**src/rtl/core/fqd_pkg.sv**
```systemverilog
`default_nettype none
package fqd_pkg;

  // command codes
  localparam logic [1:0] CMD_ENQ = 2'd0;
  localparam logic [1:0] CMD_DEQ = 2'd1;
  localparam logic [1:0] CMD_DEL = 2'd2;

  // status codes
  localparam logic [1:0] STAT_OK      = 2'd0;
  localparam logic [1:0] STAT_EMPTY   = 2'd1;
  localparam logic [1:0] STAT_FULL    = 2'd2;
  localparam logic [1:0] STAT_INVALID = 2'd3;

  typedef enum logic [1:0] {
    S_IDLE,
    S_CMP,
    S_APPLY
  } state_t;

  // broadcast to every cell
  typedef struct packed {
    logic cmp;    // capture compare result
    logic apply;  // update phase
    logic del;    // delete in progress: matches start the shift
    logic load;   // successful enqueue: tail cell takes the token
  } ctl_t;

endpackage
`default_nettype wire

```
**src/rtl/core/fifo_queue_with_delete_top.sv**
```systemverilog
`default_nettype none
// Channel   Direction  Handshake         Words
// command   in         start & !busy     cmd, item_value
// result    out        done (one cycle)  status, item_out, length
//
// Every command runs from acceptance to result through these steps: the compare state checks the token in all
// cells at once, the update state resolves the first match along the cell chain and shifts/loads the
// cells, then done is high. busy is high during the first two; the next word may be
// accepted at the edge that ends the done cycle, so a new word is not taken before the last result.
// One result per command.
// rst is synchronous; it empties the queue. The receiver cannot stall.
module fifo_queue_with_delete_top #(
  parameter int DEPTH     = 16,
  parameter int ITEM_BITS = 32
) (
  input  logic        clk,
  input  logic        rst,
  input  logic        start,
  output logic        busy,
  input  logic [1:0]  cmd,
  input  logic [31:0] item_value,
  output logic        done,
  output logic [1:0]  status,
  output logic [31:0] item_out,
  output logic [4:0]  length
);
  import fqd_pkg::*;

  localparam int TOK_BITS = (ITEM_BITS < 32) ? ITEM_BITS : 32;
  localparam int CNT_W    = $clog2(DEPTH + 1);
  localparam logic [CNT_W-1:0] FULL_CNT = CNT_W'(DEPTH);

  state_t state, state_next;
  ctl_t   ctl;

  logic [1:0]          cmd_q;
  logic [TOK_BITS-1:0] tok_q;
  logic [CNT_W-1:0]    count, count_next;
  logic [1:0]          status_next;
  logic [31:0]         item_out_next;
  logic                head_shift;
  logic                found;

  logic [TOK_BITS-1:0] cell_data [DEPTH];
  logic [DEPTH:0]      chain;

  assign busy = (state != S_IDLE);

  always_ff @(posedge clk) begin
    if (start && !busy) begin
      cmd_q <= cmd;
      tok_q <= item_value[TOK_BITS-1:0];
    end
  end

  always_ff @(posedge clk) begin
    if (rst) begin
      state <= S_IDLE;
    end else begin
      state <= state_next;
    end
  end

  assign head_shift = (state == S_APPLY) && (cmd_q == CMD_DEQ) && (count != '0);
  assign chain[0]   = head_shift;
  assign found      = chain[DEPTH];

  always_comb begin
    state_next    = state;
    ctl           = '0;
    status_next   = STAT_INVALID;
    count_next    = count;
    item_out_next = '0;
    unique case (state)
      S_IDLE: begin
        if (start) state_next = S_CMP;
      end
      S_CMP: begin
        ctl.cmp    = 1'b1;
        state_next = S_APPLY;
      end
      S_APPLY: begin
        ctl.apply  = 1'b1;
        state_next = S_IDLE;
        unique case (cmd_q)
          CMD_ENQ: begin
            if (tok_q == '0) begin
              status_next = STAT_INVALID;
            end else if (count == FULL_CNT) begin
              status_next = STAT_FULL;
            end else begin
              status_next = STAT_OK;
              ctl.load    = 1'b1;
              count_next  = count + 1'b1;
            end
          end
          CMD_DEQ: begin
            if (count == '0) begin
              status_next = STAT_EMPTY;
            end else begin
              status_next   = STAT_OK;
              item_out_next = 32'(cell_data[0]);
              count_next    = count - 1'b1;
            end
          end
          CMD_DEL: begin
            ctl.del = 1'b1;
            if (found) begin
              status_next = STAT_OK;
              count_next  = count - 1'b1;
            end else begin
              status_next = STAT_EMPTY;
            end
          end
          default: status_next = STAT_INVALID;
        endcase
      end
      default: state_next = S_IDLE;
    endcase
  end

  always_ff @(posedge clk) begin
    if (rst) begin
      count <= '0;
      done  <= 1'b0;
    end else begin
      count <= count_next;
      done  <= (state == S_APPLY);
    end
  end

  always_ff @(posedge clk) begin
    if (state == S_APPLY) begin
      status   <= status_next;
      item_out <= item_out_next;
      length   <= 5'(count_next);
    end
  end

  for (genvar i = 0; i < DEPTH; i++) begin : g_cell
    logic [TOK_BITS-1:0] right;
    if (i == DEPTH - 1) begin : g_last
      assign right = cell_data[i];
    end else begin : g_mid
      assign right = cell_data[i+1];
    end

    fqd_cell #(
      .TOK_BITS(TOK_BITS)
    ) u_cell (
      .clk       (clk),
      .rst       (rst),
      .ctl       (ctl),
      .tok       (tok_q),
      .live      (CNT_W'(i) < count),
      .tail      (CNT_W'(i) == count),
      .shift_in  (chain[i]),
      .right_data(right),
      .shift_out (chain[i+1]),
      .data      (cell_data[i])
    );
  end

`ifndef SYNTHESIS
  a_done_after_apply: assert property (@(posedge clk) disable iff (rst)
    done |-> $past(state == S_APPLY))
    else $error("result strobe without update phase");

  a_count_bound: assert property (@(posedge clk) disable iff (rst)
    count <= FULL_CNT)
    else $error("fill count beyond depth");

  a_accept_starts: assert property (@(posedge clk) disable iff (rst)
    (start && !busy) |=> (state == S_CMP))
    else $error("accepted word did not start compare");

  a_enq_grows: assert property (@(posedge clk) disable iff (rst)
    (done && status == STAT_OK && cmd_q == CMD_ENQ) |-> (count == $past(count) + 1'b1))
    else $error("enqueue did not grow queue");

  a_full_status: assert property (@(posedge clk) disable iff (rst)
    (done && status == STAT_FULL) |-> (count == FULL_CNT))
    else $error("full reported on a queue with room");
`endif

endmodule
`default_nettype wire

```
**src/rtl/core/fqd_cell.sv**
```systemverilog
`default_nettype none
module fqd_cell #(
  parameter int TOK_BITS = 32
) (
  input  logic                clk,
  input  logic                rst,
  input  fqd_pkg::ctl_t       ctl,
  input  logic [TOK_BITS-1:0] tok,
  input  logic                live,
  input  logic                tail,
  input  logic                shift_in,
  input  logic [TOK_BITS-1:0] right_data,
  output logic                shift_out,
  output logic [TOK_BITS-1:0] data
);
  import fqd_pkg::*;

  logic match;

  always_ff @(posedge clk) begin
    if (rst) begin
      match <= 1'b0;
    end else if (ctl.cmp) begin
      match <= live && (data == tok);
    end
  end

  // once any cell at or ahead of this one is removed, this one moves up
  assign shift_out = shift_in | (ctl.del & match);

  always_ff @(posedge clk) begin
    if (ctl.apply && shift_out) begin
      data <= right_data;
    end else if (ctl.load && tail) begin
      data <= tok;
    end
  end

endmodule
`default_nettype wire
```
**config.mk**
```make
export PLATFORM = sky130hd
export DESIGN_NAME = fifo_queue_with_delete_top
export DESIGN_NICKNAME = d
export VERILOG_FILES = /design/src/rtl/core/fqd_pkg.sv /design/src/rtl/core/fifo_queue_with_delete_top.sv /design/src/rtl/core/fqd_cell.sv
export SDC_FILE = /design/constraint.sdc
export NUM_CORES = 1
export LEC_CHECK = 0
export BUFFER_PORTS_ARGS = -buffer_cell sky130_fd_sc_hd__buf_2
export CAP_MARGIN = 20
export CORE_MARGIN = 2
export CORE_UTILIZATION = 33
export CTS_CLUSTER_DIAMETER = 120
export DETAILED_ROUTE_END_ITERATION = 10
export PLACE_DENSITY = 0.51
export SLEW_MARGIN = 30
export SYNTH_ARGS = -nofsm -noshare
export SYNTH_HDL_FRONTEND = slang
export SYNTH_HIERARCHICAL = 1
export SYNTH_SLANG_ARGS = --single-unit
```
**constraint.sdc**
```tcl
create_clock -name clk -period 10.22 [get_ports clk]
set_input_delay 2.044 -clock clk [delete_from_list [all_inputs] [get_ports clk]]
set_output_delay 2.044 -clock clk [all_outputs]
set_load 0.03 [all_outputs]
```
==> impl_metrics.tcl, run 1 <==
set metrics [dict create \
    synth_nets 2231 \
    seq_power_share_pct 49.1 \
    max_slew.worst_pin.slew_ps 850.9 \
    ys_top_cells_by_count "585 x edfxtp_1, 512 x mux2_2, 368 x xnor2_1, 144 x xor2_1, 99 x nand4_1" \
    clock_path_buffers 3 \
    clkLatencyLatePin_ps 620 \
    dp_hpwl_um 50520 \
    cts_made_buffers 69 \
    worstPathRequired_ps 10380 \
    grt_max_degree 51 \
    synthFlopType "edfxtp_1" \
    p_int_mw 4.373 \
    cts_tree "yes" \
    cts_root_buffer "clkbuf_16" \
    power_density_mw_per_mm2 157.5 \
    finalHoldViolations 0 \
    fin_util_pct 37.46 \
    synth_top_cell_by_area "edfxtp_1" \
    start_util_pct 33.36 \
    rsz0062_at_grt "false" \
    vias 18230 \
    seq_area_frac_synth_pct 56.77 \
    syn_inst 2186 \
    r2r_start "count[0]" \
    worstPathArrival_ps 7160 \
    die_area_mm2 0.09884 \
    period_share_pct 68.49 \
    rr_worst_depth 22 \
    holdPathStages 2 \
    core_area_mm2 0.09529 \
    crit_fanout 37 \
    vias_per_cell 5.006 \
    clock_sinks 609 \
    crit_start "count[0]" \
    slew_viol_final 0 \
    cp_common_cell "a21o_2" \
    p_leak_nw 11.70 \
    yosysUniqueCellTypes 52 \
    p_sw_share_pct 22.23 \
    peakVddDrop_uv 105.9 \
    syn2layout_area_growth_pct 12.30 \
    synth_most_common_cell "edfxtp_1" \
    ys_warn_count 6 \
    min-delay-start "g_cell[1].u_cell/match" \
    path_cells "inv_1, ha_1, or4b_4, and3_1, a21o_2, a21o_2, a21o_2, a21o_2, a21o_2, a21o_2, a21o_2, a21o_2, a21o_2, a21o_2, a21o_2, a21o_2, a21o_2, a21o_2, a21o_2, a21o_2, nand2_2, nand2_2" \
    r2r_slack_ps 3220 \
    synth_edf_count 585 \
    hold-worst-slack_ps 472.3 \
    hp-class "reg2reg" \
    synth_area_mm2 0.03179 \
    cp_slowest_cell "or4b_4" \
    cp-end-kind "flop" \
    postCtsSetupBuffers 0 \
    drt-total-wl_um 79220 \
    die_h_um 314.4 \
    drt-pass1-iter-count 5 \
    setup_viol_count_final 0 \
    fmax_mhz 142.9 \
    pwr-share-comb_pct 7.6 \
    drt-initial-drc-count 1116 \
    clockPowerShare_pct 43.3 \
    antenna_found_initial 5 \
    drcViolationCount 0 \
    grt_pass1_wl_um 119800 \
    dieWidth_um 314.4 \
    cts.clk_slew.worst_paths_ps 60 \
    syn_area_per_cell_um2 14.54 \
    tns_ps 0 \
    gp_congestion 0.7943 \
    io_pins 78 \
    antennaDiodeCount 0 \
    drive_gt1_share_pct 33.02 \
    r2r-end "g_cell[15].u_cell/data[12]" \
    grt-ovfl-total 0 \
    synth_top_area_share_pct 55.26 \
    finalInstanceArea_mm2 0.03570 \
    status "finished, final reports clean" \
    wl_per_cell_um 21.75 \
    synth_seq_cells 609 \
    cpPeakStageDelay_ps 720 \
    finish.net_count 2365 \
    skew_ps 24.88 \
    cap_violations 0 \
    post-route-min-period_ps 7000 \
    placed_area_mm2 0.03349 \
    globalRouteTotalUtil_pct 15.95 \
    relSlewSlack_pct 43.06 \
    async_flop_share_pct 0 \
    post_cts_resized 0 \
    p_sw_mw 1.250 \
    synth.area.top_cells "edfxtp_1 55%, mux2_2 18%, xnor2_1 10%" \
    antenna_left 0 \
    critical_path_class "reg2reg" \
    crit_path_start_kind "flop" \
    ctsHoldBuffers 0 \
    grt_pass1_vias 19220 \
    min_to "g_cell[1].u_cell/match" \
    rows 113 \
    h-tree-depth 3 \
    io_buffers 77 \
]
-- sequential cells by signal, summed over array words and instances (netlist names) --
name and flops:
g_cell.u_cell/data 512, item_out 32, status 2, tok_q 32, state 2, done 1
g_cell.u_cell/match 16, length 5, cmd_q 2, count 5
-- layer usage --
metal	up-vias	global-route usage, %	part of all wire, %
met2	393	27.50	49
li1	8486	-	-
met5	-	0	0
met4	0	4.286	2.3
met3	119	3.353	5.3
met1	9235	20.26	43
-- worst max path at each step --
stage	endpoint	cells after the start
3_5_place_dp	g_cell[15].u_cell/data[7]	22
6_report	g_cell[15].u_cell/data[12]	22
2_1_floorplan	g_cell[15].u_cell/data[0]	21
3_3_place_gp	g_cell[15].u_cell/data[4]	22
5_1_grt	g_cell[15].u_cell/data[8]	22
4_1_cts	g_cell[15].u_cell/data[9]	22
-- area by class of cell --
| type | count | area, µm² |
|---|---|---|
| fillers | 9083 | 59590 |
| flip-flops and latches | 609 | 18050 |
| multi-input cells | 1501 | 13040 |
| clock buffers | 93 | 1911 |
| well taps | 1265 | 1583 |
| repair buffers | 128 | 768.2 |
| clock inverters | 35 | 304.0 |
| inverters | 11 | 53.80 |
-- logic make-up after synthesis --
kind of cell	after synthesis	share of synthesized area (%)
AO/OA/AOI/OAI	68	1.472
buffers and inverters	76	2.302
XOR/XNOR	512	14.11
multiplexers	512	18.14
adder cells (fa/ha/maj)	8	0.3149
AND/OR/NAND/NOR	401	6.903
flip-flops	609	56.77
-- critical path, delay by kind of cell, from the launching register on --
| family | cells | cell delay [ps] |
|---|---|---|
| compound gates | 16 | 3290 |
| fa+ha+maj | 1 | 310 |
| buf+inv | 1 | 190 |
| flops | 1 | 420 |
| simple gates | 4 | 2290 |
-- cells in the final DEF, fill, tap and decap left out, types with 38 or more instances in the layout --
cell type,n
xnor2_1,368
nand4_1,99
mux2_2,512
nor4_1,74
edfxtp_1,585
and3_1,38
buf_4,51
buf_2,77
xor2_1,144
nand2_1,86
clkbuf_16,72
-- power by group through the flow --
stage / Clock (mW) / Combinational (mW) / Sequential (mW)
5_1_grt: 2.60 / 0.460 / 2.76
3_5_place_dp: 0 / 0.425 / 2.81
4_1_cts: 2.51 / 0.428 / 2.76
6_report: 2.44 / 0.428 / 2.76
3_3_place_gp: 0 / 0.419 / 2.81
2_1_floorplan: 0 / 0.222 / 2.88
-- metrics by stage --
stage | total power, mW | instances | setup slack (ps)
after global routing | 5.820 | 3642 | 2824
after floorplan | 3.102 | 2186 | 3144
after detailed placement | 3.236 | 3514 | 3211
final | 5.623 | 3642 | 3220
after CTS | 5.697 | 3642 | 3190
after global placement | 3.229 | 3514 | 2931
Note: power is estimated with default switching activity, not from simulation.
==> inputs of run 2 (changes only) <==
--- a/config.mk
+++ b/config.mk
@@ -5,13 +5,14 @@
 export SDC_FILE = /design/constraint.sdc
 export NUM_CORES = 1
 export LEC_CHECK = 0
+export ABC_AREA = 1
 export BUFFER_PORTS_ARGS = -buffer_cell sky130_fd_sc_hd__buf_2
 export CAP_MARGIN = 20
 export CORE_MARGIN = 2
 export CORE_UTILIZATION = 33
 export CTS_CLUSTER_DIAMETER = 120
 export DETAILED_ROUTE_END_ITERATION = 10
-export PLACE_DENSITY = 0.51
+export PLACE_DENSITY = 0.5
 export SLEW_MARGIN = 30
 export SYNTH_ARGS = -nofsm -noshare
 export SYNTH_HDL_FRONTEND = slang
==> constraint.sdc (replaced) <==
create_clock -name clk -period 7.2 [get_ports clk]
set_input_delay 1.44 -clock clk [delete_from_list [all_inputs] [get_ports clk]]
set_output_delay 1.44 -clock clk [all_outputs]
set_load 0.03 [all_outputs]
==> run 2 against run 1 <==
  * Global-route usage is 1.6 points higher
  * Total power up 45%
  * Worst hold slack better by 6.0 ps
  * Sequential power rose by 42%
  * Combinational power increased by 63%
  * Routed wire length is 24% higher
  * Non-clock buffer count up 17
  * Critical endpoint is now g_cell[15].u_cell/data[14]
  * Largest cell class unchanged
  * Largest power group unchanged
==> impl_metrics.tcl, run 2 <==
set metrics [dict create \
    r2r_start "count[0]" \
    cp_slowest_cell "nand2_4" \
    worstPathBufferInverterCount 4 \
    grt_pass1_wl_um 148900 \
    yosysUniqueCellTypes 36 \
    cpPeakStageDelay_ps 440 \
    dp.cells 5336 \
    reg_top3 "g_cell.u_cell/data x512, item_out x32, tok_q x32" \
    clkLatencyLatePin_ps 620 \
    gp_congestion 0.8386 \
    vias_per_cell 4.567 \
    critical_path_class "reg2reg" \
    wl_per_cell_um 17.97 \
    crit_family "compound AO/OA/AOI/OAI gates" \
    drcViolationCount 0 \
    max_slew.worst_pin.slew_ps 774.7 \
    p_leak_nw 17.79 \
    drt-initial-drc-count 1834 \
    cts_tree "yes" \
    synth_top_cell_by_area "edfxtp_1" \
    drive_gt1_share_pct 15.46 \
    drt-total-wl_um 98290 \
    peakVddDrop_uv 157.1 \
    final_cell_mix "863 x nand2_1, 620 x inv_1, 616 x nor2_1, 585 x edfxtp_1, 276 x a21oi_1" \
    post_cts_resized 0 \
    min-delay-start "g_cell[8].u_cell/match" \
    async_flop_share_pct 0 \
    syn2layout_area_growth_pct 11.36 \
    skew_ps 27.35 \
    clock_path_buffers 3 \
    antenna_found_initial 4 \
    dp_hpwl_um 68760 \
    antenna_left 0 \
    worstPathRequired_ps 7520 \
    syn_inst 3874 \
    grt_pass1_vias 24570 \
    clock_sinks 609 \
    status "finished, final reports clean" \
    grt_max_degree 51 \
    rows 120 \
    power_density_mw_per_mm2 205.6 \
    drt-pass1-iter-count 8 \
    synth_nets 3919 \
    grt-ovfl-total 0 \
    wl_met2_um 48690 \
    slew_viol_final 0 \
    finalHoldViolations 0 \
    setup_viol_count_final 0 \
    synth.area.top_cells "edfxtp_1 49%, mux2_4 9.4%, nand2_1 9.1%" \
    crit_fanout 44 \
    cts.clk_slew.worst_paths_ps 60 \
    largest_reg_flops 512 \
    cp-end-kind "flop" \
    crit_path_start_kind "flop" \
    synth_seq_cells 609 \
    die_h_um 332.9 \
    globalRouteTotalUtil_pct 17.57 \
    post-route-min-period_ps 6167 \
    top_layer "met5" \
    final_common_cell "nand2_1" \
    synth_area_mm2 0.03571 \
    ctsHoldBuffers 0 \
    wl_met1_um 42510 \
    die_area_mm2 0.1108 \
    synth_edf_count 585 \
    finish.net_count 4054 \
    cts_root_buffer "clkbuf_16" \
    synth_top_area_share_pct 49.20 \
    hp-class "reg2reg" \
    tns_ps 0 \
    ys_warn_count 6 \
    rsz0062_at_grt "false" \
    h-tree-depth 3 \
    worstPathArrival_ps 6480 \
    start_util_pct 33.31 \
    syn_area_per_cell_um2 9.217 \
    cp_common_cell "a21o_2" \
    cap_violations 0 \
    wl_met3_um 3797 \
    ys_top_cells_by_count "863 x nand2_1, 620 x inv_1, 619 x nor2_1, 585 x edfxtp_1, 276 x a21oi_1" \
    fmax_mhz 162.2 \
    synth_most_common_cell "nand2_1" \
    stdcell_count 5469 \
    io_pins 78 \
    relSlewSlack_pct 48.35 \
    dpl_worst_slack_ps 985.5 \
    io_buffers 77 \
    vias 24980 \
    synthFlopType "edfxtp_1" \
    core_area_mm2 0.1072 \
    seq_area_frac_synth_pct 50.54 \
    p_total_mw 8.174 \
    filler_cell_count 10970 \
    period_share_pct 85.65 \
    crit_start "count[0]" \
    fin_ws_ps 1033 \
    dieWidth_um 332.9 \
    cts_made_buffers 74 \
    regMostFlops "g_cell.u_cell/data" \
    postCtsSetupBuffers 0 \
]
## run 2: cell types whose count changed after synthesis, moves of 224 or more
cell,change
nand2_1,+773
inv_1,+610
nor2_1,+585
mux2_2,-496
a21oi_1,+267
mux2_4,+224
## run 2: worst min-delay path, cell delays in order (launching register included)
cell	delay (ps)
dfxtp_1	300
nand2_1	70
a21oi_2	50
## run 2: per-layer routing
layer	vias to the layer above	track usage, %
met5	-	0
met4	2	6.036
met3	166	2.554
met2	422	31.08
met1	11670	21.77
li1	12710	-
## run 2: metrics by stage
| step | hold slack [ps] | util (%) | area [µm²] |
|---|---|---|---|
| 3_5_place_dp | 469.6 | 35.02 | 37540 |
| 2_1_floorplan | 443.3 | - | 35710 |
| 5_1_grt | 497.0 | 37.08 | 39750 |
| 3_3_place_gp | 464.6 | 35.02 | 37540 |
| 6_report | 478.2 | 37.09 | 39760 |
| 4_1_cts | 478.4 | 37.08 | 39750 |
## run 2: worst paths after layout
check / end / slack, ps / depth (start not counted)
setup / recovery: g_cell[15].u_cell/data[14] / 1030 / 26
hold reg to reg: g_cell[8].u_cell/match / 480 / 2
hold / removal: g_cell[8].u_cell/match / 480 / 2
setup reg to reg: g_cell[15].u_cell/data[14] / 1030 / 26
## run 2: logic make-up after synthesis
family                     synth area share (%)
AOI/OAI and AO/OA                         5.810
xor gates and xnor gates                  4.783
adders and majority gates                0.2803
buffers and inverters                     9.100
DFF                                       50.54
muxes                                     9.924
and+or+nand+nor                           19.56
## run 2: layout make-up
class | instances | area (µm²) | share of cell area [%]
Antenna cell | 3 | 7.507 | 0.01888
Clock buffer | 90 | 1912 | 4.808
Clock inverter | 40 | 299.0 | 0.7521
Inverter | 644 | 2417 | 6.079
Multi-Input combinational cell | 2535 | 14430 | 36.28
Sequential cell | 609 | 18050 | 45.39
Tap cell | 1403 | 1755 | 4.415
Timing Repair Buffer | 145 | 895.9 | 2.253
## run 2: report_power, final
| part | internal, mW | switching, mW | leakage, nW |
|---|---|---|---|
| Combinational | 0.273 | 0.426 | 11.2 |
| Clock | 2.03 | 1.52 | 1.09 |
| Sequential | 3.91 | 0.0184 | 5.49 |
